### src/dcl_ram.sv
module dcl_ram #(
    parameter int WIDTH = 8,
    parameter int DEPTH = 256
) (
    input  logic                     clk,
    input  logic                     we,
    input  logic [$clog2(DEPTH)-1:0] waddr,
    input  logic [WIDTH-1:0]         wdata,
    input  logic                     re,
    input  logic [$clog2(DEPTH)-1:0] raddr,
    output logic [WIDTH-1:0]         rdata
);
    logic [WIDTH-1:0] mem_reg [DEPTH];
    logic [WIDTH-1:0] rdata_reg;

    always_ff @(posedge clk)
    begin
        if (we)
        begin
            mem_reg[waddr] <= wdata;
        end
        if (re)
        begin
            rdata_reg <= mem_reg[raddr];
        end
    end

    assign rdata = rdata_reg;
endmodule

### config.mk
export PLATFORM = sky130hd
export DESIGN_NAME = dcl_ram
export DESIGN_NICKNAME = d
export VERILOG_FILES = /design/src/dcl_ram.sv
export SDC_FILE = /design/constraint.sdc
export NUM_CORES = 2
export LEC_CHECK = 0
export BUFFER_PORTS_ARGS = -buffer_cell sky130_fd_sc_hd__buf_2
export CAP_MARGIN = 10
export CORE_ASPECT_RATIO = 0.7
export CORE_MARGIN = 5
export CORE_UTILIZATION = 50
export CTS_CLUSTER_DIAMETER = 50
export DETAILED_ROUTE_END_ITERATION = 12
export GPL_TIMING_DRIVEN = 1
export PLACE_DENSITY = 0.62
export SETUP_SLACK_MARGIN = 0.2
export SLEW_MARGIN = 20
export SYNTH_ARGS = -nofsm -noshare
export SYNTH_HDL_FRONTEND = slang
export SYNTH_SLANG_ARGS = --single-unit
### constraint.sdc
create_clock -name clk -period 3.88 [get_ports clk]
set_input_delay 0.582 -clock clk [delete_from_list [all_inputs] [get_ports clk]]
set_output_delay 0.582 -clock clk [all_outputs]
set_load 0.1 [all_outputs]
* Word level (Yosys, flattened, before mapping)
Memory sizes are Yosys's and may differ from the RTL's. A register that Yosys moved wholly into a read port is not among the register bits.
Cells that the tools add are included.
** Storage, ports and cells
- Memories :: 1
- Flip-flop bits (word level) :: 0
- Bits of input ports :: 27
- Word-level logic and storage cells :: 3
- Memory bits (writable) :: 2048
- Output and inout bits :: 8
** Operators by class
- Muxes and demuxes :: 2
** Memory list
- mem_reg :: depth 256, width 8, rd ports 1, clocked after memory_dff 1, write ports 1, RTL line 13 : logic [WIDTH-1:0] mem_reg [DEPTH];
** Operator list (number)
- 1-bit 2-to-1 mux :: 2

* Depth between registers and ports, before layout
- Depth in word-level cells :: 2
- Depth in mapped cells :: 11

* Worst setup path before layout
Ideal clock, no wire load.
- Path kind :: input to register
- Start :: in raddr[0]
- End :: reg rdata_reg[2], in the netlist rdata[2] (read register of mem_reg) (data pin)
- Stages on the path :: 9
- Setup slack :: 1222 ps
- Required time :: 3611 ps
- Setup time :: 269 ps
- Path buffers :: 4
- Arrival time :: 2389 ps
- Cells stage by stage :: buf_6 -> buf_12 -> buf_8 -> buf_2 -> mux4_2 -> a22oi_1 -> a21oi_1 -> nor4_1 -> nor4_2
** RTL lines
- start: declaration :: RTL line 10 : input logic [$clog2(DEPTH)-1:0] raddr,
- end: declaration :: RTL line 14 : logic [WIDTH-1:0] rdata_reg;

==> out/metrics.yaml <==
sta:
  slew_viol_final: 0
  period_share: 0.815
  setup_viol: 0
  max_freq_mhz: 316
  fin_setup_tns_ns: 0
  fin_skew_ns: 0.0287
  slew_headroom: 0.280
  timing.final.crit_period_ns: 3.16
  rsz0062_at_grt: "no"
  worstMarginPinSlew_ns: 1.08
  hold_violations: 0
synthesis:
  synth_area_um2: 79600
  syn_area_per_cell_um2: 21.3
  synth_edf_count: 2056
  async_reset_ff_frac: 0
  yosysTopAreaCell: "edfxtp_1"
  ys_seq_area_frac: 0.775
  ys_ff_latch: 2056
  ys_types: 54
  syn_nets: 3760
  synth_top_flop_cell: "edfxtp_1"
  synth_area_leaders: "edfxtp_1 (78%), mux4_2 (13%), mux2i_1 (1.7%)"
  synthCells: 3733
  yosys_warnings: 0
  yosysTopAreaCellShare: 0.775
clocking:
  cts_buffers: 186
  postCtsHoldBufs: 0
  cts_sinks: 2056
  ctsResizeCount: 0
  clock-root-buffer: "clkbuf_16"
  clock_latency_ns: 0.83
  cts_setup_buffers: 0
  cts_tree: "done"
  clkSlewWorstSetupHoldPaths_ns: 0.07
  clock_path_buffers: 3
  htreeDepth: 4
detailed_routing:
  drt_iter0_markers: 5419
  route.final.wire_length_um: 205000
  met1_length_um: 87900
  wire_per_inst_um: 32.6
  dr.pass1.iters: 5
  met3WireLength_um: 19800
  route.detailed.drc: 0
  ant_nets: 0
  highest_layer: "met4"
  vias: 40100
  vias_per_cell: 6.36
  wl_met2_um: 92000
layout:
  drive_gt1_frac: 0.259
  post-route-util: 0.569
  largest_reg_flops: 2048
  syn2layout_area_growth_pct: 13.0
  stdcell_count: 6303
  nNetsFinal: 4077
pwr:
  swShare: 0.214
  pwr-share-comb: 0.054
  p_int_mw: 35.2
  p_sw_mw: 9.57
  p_leak_nw: 28.1
  seqPwrFrac: 0.547
  power_mw: 44.8
  clockPowerShare: 0.399
  peakVddDrop_mv: 0.418
  power_density_nw_per_um2: 498
placement:
  dp.cells: 5970
  io_buffer_count: 34
  dp_hpwl_um: 131000
  place_congestion: 0.870
critical_path:
  crit_path_start: "raddr[0]"
  arrival_ns: 3.71
  cp-start-kind: "input port"
  crit_type: "input port to flop"
  timing.rr.start: "mem_reg[136][4]"
  end_kind: "flop"
  required_ns: 4.43
  critPathMaxFanout: 26
floorplan:
  die_y_um: 344
  boundaryPins: 35
  rows: 122
  die_area_um2: 167000
  core_um2: 158000
  dieWidth_um: 487
  start_util: 0.504
global_routing:
  grt_pass1_wl_um: 295000
  grt_overflow: 0
  grt_start_max_net_pins: 117
  antenna_found_initial: 12
  grt_pass1_vias: 39400
  grt_use_total: 0.248
min_path:
  hp-start: "re"
  hp-class: "input port to flop"
status:
  status: "completed"
run:
  max-cap-violations: 0
==> synth_stat cells (4+ instances only) <==
| cell type | n |
|---|---|
| nor4_1 | 24 |
| nand3_1 | 34 |
| nand2b_1 | 8 |
| mux4_2 | 454 |
| o22ai_1 | 28 |
| buf_8 | 13 |
| buf_4 | 27 |
| nand4_1 | 10 |
| nor2b_1 | 31 |
| buf_2 | 31 |
| a221oi_1 | 13 |
| a211oi_1 | 16 |
| or2_2 | 4 |
| nand2_1 | 33 |
| edfxtp_1 | 2056 |
| o221ai_1 | 46 |
| o21ai_0 | 10 |
| o211ai_1 | 10 |
| buf_1 | 22 |
| buf_6 | 21 |
| buf_12 | 8 |
| a22o_1 | 8 |
| mux2i_1 | 134 |
| and2_1 | 6 |
| nor2_1 | 282 |
| a21oi_1 | 96 |
| nor3_1 | 22 |
| a22oi_1 | 133 |
| o22a_1 | 5 |
| o32ai_1 | 4 |
| clkbuf_1 | 111 |
==> layout by cell type (no fill, tap or decap), types with 4 or more instances in the layout <==
| cell | n |
|---|---|
| clkbuf_1 | 49 |
| bufinv_16 | 12 |
| buf_4 | 287 |
| buf_12 | 43 |
| nand3_1 | 31 |
| a21oi_1 | 96 |
| a22oi_1 | 133 |
| clkbuf_16 | 194 |
| a221oi_1 | 13 |
| and2_1 | 5 |
| nand2b_1 | 8 |
| nor4_1 | 24 |
| a22o_1 | 8 |
| o22a_1 | 5 |
| a211oi_1 | 16 |
| nor3_1 | 22 |
| clkinv_1 | 37 |
| o21ai_0 | 10 |
| edfxtp_1 | 2056 |
| buf_2 | 22 |
| or2_2 | 4 |
| o211ai_1 | 10 |
| nor2b_1 | 28 |
| o22ai_1 | 28 |
| o32ai_1 | 4 |
| buf_8 | 10 |
| nor2_1 | 279 |
| mux4_2 | 454 |
| nand2_1 | 33 |
| nand4_1 | 10 |
| inv_6 | 5 |
| mux2i_1 | 134 |
| clkinv_2 | 28 |
| o221ai_1 | 46 |
==> stage by stage <==
stage / instance area [um2] / hold slack, ns / worst slack, ns
after global routing: 90000 / 0.0966 / 0.671
final: 90000 / 0.128 / 0.718
after detailed placement: 84200 / 0.957 / -0.125
after global placement: 84200 / 0.957 / -0.138
after floorplan: 79600 / 0.681 / 1.22
after CTS: 89900 / 0.0575 / 0.759
==> worst paths after layout <==
| path | end | slack [ns] | cells after the start |
|---|---|---|---|
| worst max register to register | rdata[4] | 0.86 | 6 |
| worst min register to register | rdata[6] | 1.18 | 5 |
| worst max-delay path | rdata[4] | 0.72 | 9 |
| worst min-delay path | rdata[6] | 0.13 | 1 |
==> layer usage <==
metal | vias up | track usage
met5 | - | 0
met4 | 0 | 0.0745
met3 | 294 | 0.0443
met2 | 2108 | 0.362
met1 | 21400 | 0.387
li1 | 16300 | -
==> layout make-up <==
class	count	area [um2]
Multi-Input combinational cell	1442	16500
Clock inverter	87	747
Fill cell	11700	68200
Timing Repair Buffer	362	3280
Antenna cell	3	7.51
Tap cell	2108	2640
Clock buffer	243	5040
Inverter	2	7.51
Sequential cell	2056	61700
==> worst max-delay path: stages <==
cell	delay, ns
buf_8	0.18
buf_12	0.28
buf_4	0.20
mux4_2	0.51
mux4_2	0.47
nor2_1	0.56
a2111oi_1	0.15
nor3_1	0.57
nor4_1	0.12
==> kinds of logic (layout without fill, tap and decap cells) <==
kind of cell / after synthesis / in the layout / synth area share
flip-flops: 2056 / 2056 / 0.775
multiplexers: 591 / 591 / 0.146
AND/OR/NAND/NOR: 466 / 466 / 0.0263
AO/OA/AOI/OAI: 385 / 385 / 0.0342
buffers and inverters: 235 / 694 / 0.0183
other: 0 / 3 / 0
==> power by group through the flow <==
stage	clock network, mW	logic, mW	registers (mW)
floorplan	0	1.19	25.1
global placement	0	2.40	25.0
detailed placement	0	2.42	25.0
CTS	18.1	2.43	24.5
global route	19.1	2.54	24.5
finish	17.9	2.43	24.5
Note: power is estimated with default switching activity, not from simulation.
