File: config.mk
export PLATFORM = sky130hd
export DESIGN_NAME = dcl_cell
export DESIGN_NICKNAME = d
export VERILOG_FILES = /design/src/dcl_cell.sv
export SDC_FILE = /design/constraint.sdc
export NUM_CORES = 1
export LEC_CHECK = 0
export BUFFER_PORTS_ARGS = -buffer_cell sky130_fd_sc_hd__buf_2
export CORE_UTILIZATION = 45
export CTS_CLUSTER_DIAMETER = 120
export CTS_CLUSTER_SIZE = 30
export DETAILED_ROUTE_END_ITERATION = 10
export PLACE_DENSITY = 0.81
export SLEW_MARGIN = 20
export SYNTH_ARGS = -nofsm -noshare
export SYNTH_HDL_FRONTEND = slang
export SYNTH_SLANG_ARGS = --single-unit
export TNS_END_PERCENT = 10
File: constraint.sdc
create_clock -name clk -period 0.8 [get_ports clk]
set_clock_uncertainty 0.1 [all_clocks]
set_input_delay 0.08 -clock clk [delete_from_list [all_inputs] [get_ports clk]]
set_output_delay 0.08 -clock clk [all_outputs]
set_load 0.005 [all_outputs]
File: src/dcl_cell.sv
// One dimension of the distance chain: adds this coordinate's squared
// difference to the running sum when in use; hands item to next cell.
module dcl_cell #(
    parameter int MAX_DIMS    = 4,
    parameter int COORD_WIDTH = 16,
    parameter int DIM         = 0,
    parameter int TAG_W       = 10,
    parameter int SUM_W       = 35
) (
    input  logic                               clk,
    input  logic                               rst_n,
    input  logic [$clog2(MAX_DIMS+1)-1:0]      dims_eff,
    input  logic [MAX_DIMS*COORD_WIDTH-1:0]    ref_point,
    input  logic                               in_valid,
    input  logic [TAG_W-1:0]                   in_tag,
    input  logic [MAX_DIMS*COORD_WIDTH-1:0]    in_point,
    input  logic [SUM_W-1:0]                   in_sum,
    output logic                               out_valid,
    output logic [TAG_W-1:0]                   out_tag,
    output logic [MAX_DIMS*COORD_WIDTH-1:0]    out_point,
    output logic [SUM_W-1:0]                   out_sum
);
    localparam int CW    = COORD_WIDTH;
    localparam int DIM_W = $clog2(MAX_DIMS+1);

    logic signed [CW:0]           diff;
    logic [CW-1:0]                mag;
    logic [2*CW-1:0]              sq;
    logic                         active;

    logic                         valid_reg;
    logic [TAG_W-1:0]             tag_reg;
    logic [MAX_DIMS*CW-1:0]       point_reg;
    logic [SUM_W-1:0]             sum_reg;
    logic [SUM_W-1:0]             sum_next;

    always_comb
    begin
        diff = $signed({in_point[DIM*CW+CW-1], in_point[DIM*CW +: CW]})
             - $signed({ref_point[DIM*CW+CW-1], ref_point[DIM*CW +: CW]});
        mag  = diff[CW] ? CW'(-diff) : diff[CW-1:0];
        sq   = mag * mag;
        active = DIM_W'(DIM) < dims_eff;
        sum_next = active ? in_sum + SUM_W'(sq) : in_sum;
    end

    always_ff @(posedge clk or negedge rst_n)
    begin
        if (!rst_n)
        begin
            valid_reg <= 1'b0;
        end
        else
        begin
            valid_reg <= in_valid;
        end
    end

    always_ff @(posedge clk)
    begin
        tag_reg   <= in_tag;
        point_reg <= in_point;
        sum_reg   <= sum_next;
    end

    assign out_valid = valid_reg;
    assign out_tag   = tag_reg;
    assign out_point = point_reg;
    assign out_sum   = sum_reg;
endmodule

[Yosys cells after proc, flatten, opt, wreduce, memory -nomap -nowiden]
Index checks and enable logic that the tools add are counted.
Storage, ports and cells
  input port bits: 179
  output and inout port bits: 110
  memories kept: 0
  RAM bits: 0
  bits in read-only memories: 0
  latch bits: 0
  register bits: 110
  logic and storage cells: 11
Operators by class
  multipliers: 1
  $add $sub $neg: 3
  equal/unequal tests: 0
  $lt $le $gt $ge: 1
  reductions and logical operators: 0
  shift-type cells: 0
  muxes and demuxes: 2
  divide/modulo/power cells: 0
  bitwise gates (word level): 0
Operators by type and width (count)
  $add A35 B32 Y35: 1
  $mux W35: 1
  $mul A16 B16 Y32: 1
  $sub A16 B16 Y17: 1
  $mux W16: 1
  $neg A16 Y16: 1
  $lt A1 B3 Y1 const A: 1

[Depth between registers and ports, before layout]
  depth after elaboration: 6
  mapped depth: 37
  mapped depth without buffers: 35

[Worst setup path after synthesis]
Ideal clock, no wire load.
  path kind: input port to flip-flop
  from: in in_point[0]
  to: reg sum_reg[34] (netlist: out_sum[34])
  setup time: 0.063 ns
  setup slack: -7.823 ns
  stages: 34
  data arrival time: 8.460 ns
  buffers on the path: 2
  data required time: 0.637 ns
  cells stage by stage: inv_1 -> ha_1 -> fa_1 -> nor2b_1 -> o21ai_2 -> a311oi_1 -> o31a_1 -> o31a_1 -> buf_2 -> a21oi_2 -> xor2_2 -> inv_1 -> buf_2 -> nor2_1 -> fa_1 -> fa_1 -> inv_1 -> fa_1 -> inv_1 -> fa_1 -> fa_1 -> inv_1 -> fa_1 -> inv_1 -> ha_1 -> o21a_1 -> o21ai_0 -> a221o_1 -> o31a_1 -> o31a_1 -> a211oi_1 -> o311ai_0 -> a2111oi_0 -> nand3b_1
On the way
  word-level cells in the longest chain between the ends: 6
Ends and longest elaborated chain
  start, declared: line 16  | input logic [MAX_DIMS*COORD_WIDTH-1:0] in_point,
  $sub A16 B16 Y17 *: line 40  | - $signed({ref_point[DIM*CW+CW-1], ref_point[DIM*CW +: CW]});
  $neg A16 Y16: line 41  | mag = diff[CW] ? CW'(-diff) : diff[CW-1:0];
  $mux W16 *: line 41
  $mul A16 B16 Y32 *: line 42  | sq = mag * mag;
  $add A35 B32 Y35 *: line 44  | sum_next = active ? in_sum + SUM_W'(sq) : in_sum;
  $mux W35 *: line 44
  net sum_next[34]: line 35  | logic [SUM_W-1:0] sum_next;
  end signal, assigned: line 63  | sum_reg <= sum_next;
  end, declared: line 34  | logic [SUM_W-1:0] sum_reg;
The timed path passes the listed nets; every way through them passes the cells marked *.

[Final worst setup path]
  from: in ref_point[5]
  to: reg sum_reg[34] (netlist: out_sum[34])
On the way
  word-level cells in the longest chain between the ends: 6
Ends and longest elaborated chain
  start, declared: line 13  | input logic [MAX_DIMS*COORD_WIDTH-1:0] ref_point,
  $sub A16 B16 Y17 *: line 40
  $neg A16 Y16: line 41
  $mux W16 *: line 41
  $mul A16 B16 Y32 *: line 42
  $add A35 B32 Y35 *: line 44
  $mux W35 *: line 44
  net sum_next[34]: line 35
Marked as above.

==> flow_results.org <==
** Synthesis
- Cell type contributing the most total cell area after synthesis :: sky130_fd_sc_hd__fa_1
- Mapped Nets :: 1843
- Number of unique standard cell types used by synthesis :: 78
- Sequential-to-total area share from yosys stat :: 0.179
- For this run, asynchronously set or reset flops after synthesis account for 0.00909.
- The synthesized-area fraction occupied by ao, oa, aoi and oai cells came to 0.113.
- Synth area leaders :: sky130_fd_sc_hd__fa_1 (31%), sky130_fd_sc_hd__dfxtp_1 (18%), sky130_fd_sc_hd__ha_1 (13%)
- Cells after synthesis :: 1349
- Count of synthesis-stage warnings from yosys :: 0
- The share of synthesized area in the top cell type comes to 0.312.
- Mean area per synthesized cell :: 9.12 um2
- For this run, the leading register cell type out of synthesis is sky130_fd_sc_hd__dfxtp_1.
- Multiplexer fraction of the synthesized cell area :: 0.00600
- EDFF count, synth :: 0
- Register bit total from synthesis :: 110
- Synth Area in Simple Gates :: 0.110
- Xor and xnor area share after synthesis :: 0.0379
- Adder and majority cell fraction of the synthesized area :: 0.438
- Dominant combinational cell family by area after synthesis :: adder cells
- The synthesized netlist occupies a cell area of 12300 um2.

** Global route
- All-Layer GR Usage :: 0.294
- Entering global routing, the biggest net connects 24 pins.
- Initial antenna violation count :: 2
- The total overflow left after global routing is 0.
- The first global-routing pass estimated 65.4 mm of wire.
- The via count of the first global-routing pass was 13500.

** Clocking
- Clock sink count :: 110
- Cell chosen for the clock root :: sky130_fd_sc_hd__clkbuf_16
- TritonCTS built the clock tree.
- Clock Tree Buf Depth :: 2
- Number of CTS-inserted buffers :: 9
- CTS clock-pin slew for the worst setup and hold paths :: 90 ps
- Number of hold-repair buffers added at the cts stage :: 103
- In this run the number of H-tree levels came out at 3.

** Placed design
- In this run the tool buffered the top-level ports with 240 buffer cells.
- GPL Wtd Cong :: 0.914
- The wire-length estimate of the detail-placed layout is 28.8 mm.
- Once placement completed, the tool counted placed cells totaling 2209.

** Worst setup path
- Kind of launch point of the worst setup path :: input pin
- Critical-path maximum fanout :: 8
- Instance count on the critical path :: 34
- Crit path capture type :: flop
- By startpoint and endpoint, the worst setup path is classified as input pin to flop.
- Most frequent cell on the critical path :: sky130_fd_sc_hd__fa_1
- Among cell families on the critical path, the largest total delay comes from adder cells.
- Required arrival time at the worst endpoint :: 1030 ps
- Crit path buf inv count :: 9
- Arrival time at the worst endpoint :: 8490 ps
- On the critical path, the stage with the largest delay is an instance of sky130_fd_sc_hd__fa_1.
- Largest stage delay on the critical path :: 600 ps

** Routing
- In the final routed layout, each cell accounts on average for 19.3 um.
- Dividing the detail-routed via count by the number of cells gives 5.35.
- For this run, design rule violations remaining after detail routing come to 0.
- The first detailed-routing pass ran for 8 iterations.
- In this run, the number of DRC markers left after iteration 0 of detailed routing was 977.
- Post-DRT Antenna Nets :: 0
- The routed design has 46.1 mm of wire.
- Total via count in the routed design :: 12800

** STA
- Final critical delay including setup and external delays :: 8260 ps
- Setup repair after global routing could not meet its margin everywhere.
- Static timing analysis puts the maximum clock frequency at 121 MHz.
- Once routing completed, OpenROAD measured the worst setup slack at -7460 ps.
- The tightest hold path in the finished design has a slack of -128 ps.
- Final TNS setup :: -236310 ps
- The final count of hold timing violations is 3.
- Slew margin rel. :: 0.663
- The number of pins exceeding their max-slew limit in the final report is 0.
- Setup violations remaining at the end of the flow were counted as 145.
- Of the available clock period, the critical path in the final layout requires 10.3.
- Actual transition at the worst max-transition pin :: 500 ps

** Flow run
- Across the run, the number of max-cap violations was 0.

** Min path
- The worst hold path passes through 3 cells.
- HP Class :: input pin to flop
- The path with the worst hold slack has its endpoint at out_sum[33]$_DFF_P_.
- The startpoint identified for the worst hold timing path is in_sum[33].

** Floorplanning
- The floorplan step set the die height to 167 um.
- Area of the core :: 26900 um2
- During I/O placement, the number of pins put on the boundary was 289.
- The initialized floorplan defines 60 standard-cell rows.
- The die covers 28000 um2.
- The floorplan step set the die width to 167 um.
- Starting utilization of the core area :: 0.458

** Cells and area
- Final core occ :: 0.724
- Final Net Count :: 2539
- In the final layout, the share of cells above drive strength 1 is 0.430.
- The area growth from synthesis to layout is 58.3%.
- Excluding fillers, the count of instances in the completed layout stands at 2393.

** Run status
- Violated checks :: hold timing, setup timing
- Outcome :: finished with violations
==> synth_stat cells, types with 14 or more instances <==
cell                      instances
sky130_fd_sc_hd__fa_1           192
sky130_fd_sc_hd__xnor2_1         20
sky130_fd_sc_hd__dfxtp_1        109
sky130_fd_sc_hd__ha_1           123
sky130_fd_sc_hd__a21oi_1         56
sky130_fd_sc_hd__o21ai_0         34
sky130_fd_sc_hd__nor3_1          17
sky130_fd_sc_hd__o21a_1          18
sky130_fd_sc_hd__inv_1          341
sky130_fd_sc_hd__nor2_1          98
sky130_fd_sc_hd__and2_1          14
sky130_fd_sc_hd__nand2_1        107
sky130_fd_sc_hd__xor2_1          24
==> flip-flops by register name, indices dropped and copies added (netlist names) <==
| signal | cells |
|---|---|
| out_sum | 35 |
| out_valid | 1 |
| out_tag | 10 |
| out_point | 64 |
==> layout by cell type, fill, tap and decap left out, drive strengths merged, types with 4 or more instances in the layout <==
master       synthesis  final
nor3                17     17
nor2b                5      5
and3                 4      4
or3                 10     10
a21o                13     13
nor3b                4      4
nand4                7      7
a211oi               6      6
xor2                26     26
inv                344    346
ha                 123    123
clkinv               2      7
fa                 192    192
o21ai               36     36
o21a                18     18
buf                 15    610
dlygate4sd3          0    103
clkbuf              13      9
and2                14     14
nand2              107    107
a31o                 8      8
nand3                7      7
nand2b               8      8
a31oi                7      7
dfxtp              109    109
mux2i                4      4
xnor2               23     23
a21oi               58     58
nor2                99     99
o21bai               6      6
o31a                 5      5
==> routing by layer <==
metal	track usage	share of wire
met1	0.316	0.34
met5	0	0
met2	0.565	0.52
met4	0.127	0.067
met3	0.0480	0.072
==> worst max path at each step <==
stage                     slack [ps]             endpoint         start
after floorplan                -7180  out_sum[31]$_DFF_P_   in_point[1]
after global placement         -7610  out_sum[33]$_DFF_P_   in_point[0]
after detailed placement       -7690  out_sum[33]$_DFF_P_   in_point[0]
after CTS                      -7010  out_sum[31]$_DFF_P_  ref_point[1]
after global routing           -7660  out_sum[34]$_DFF_P_  ref_point[5]
final                          -7460  out_sum[34]$_DFF_P_  ref_point[5]
==> cell families (layout without fill, tap and decap cells) <==
| family | after synthesis | in the layout |
|---|---|---|
| XOR/XNOR | 49 | 49 |
| buffers and inverters | 374 | 1075 |
| multiplexers | 7 | 7 |
| adder cells (fa/ha/maj) | 315 | 315 |
| other | 0 | 2 |
| flip-flops | 110 | 110 |
| AND/OR/NAND/NOR | 296 | 296 |
| AO/OA/AOI/OAI | 198 | 198 |
==> cell type report <==
type                    count  area (um2)
inverters                 346        1330
multi-input cells         865        9790
diodes                      2        5.00
well taps                 341         427
flip-flops and latches    110        2250
clock buffers               9         225
fillers                  1697        7410
clock inverters             7        86.3
repair buffers            713        5360
==> metrics by stage <==
step / setup WS [ps] / cell area, um2
after floorplan: -7180 / 12600
after global placement: -7610 / 16400
after detailed placement: -7690 / 16400
after CTS: -7010 / 18800
after global routing: -7660 / 19500
final: -7460 / 19500
==> what timing repair did <==
action / CTS / global route
setup endpoints to repair: 145 / 145
gates resized for setup: 163 / 148
pin swaps: 101 / 69
setup buffers: 45 / 25
gates cloned: 1 / 0
hold endpoints to repair: 106 / 3
Power is left out: the tool's default activity adds up to more than one toggle a clock period on the data nets, which glitch-free logic cannot reach.
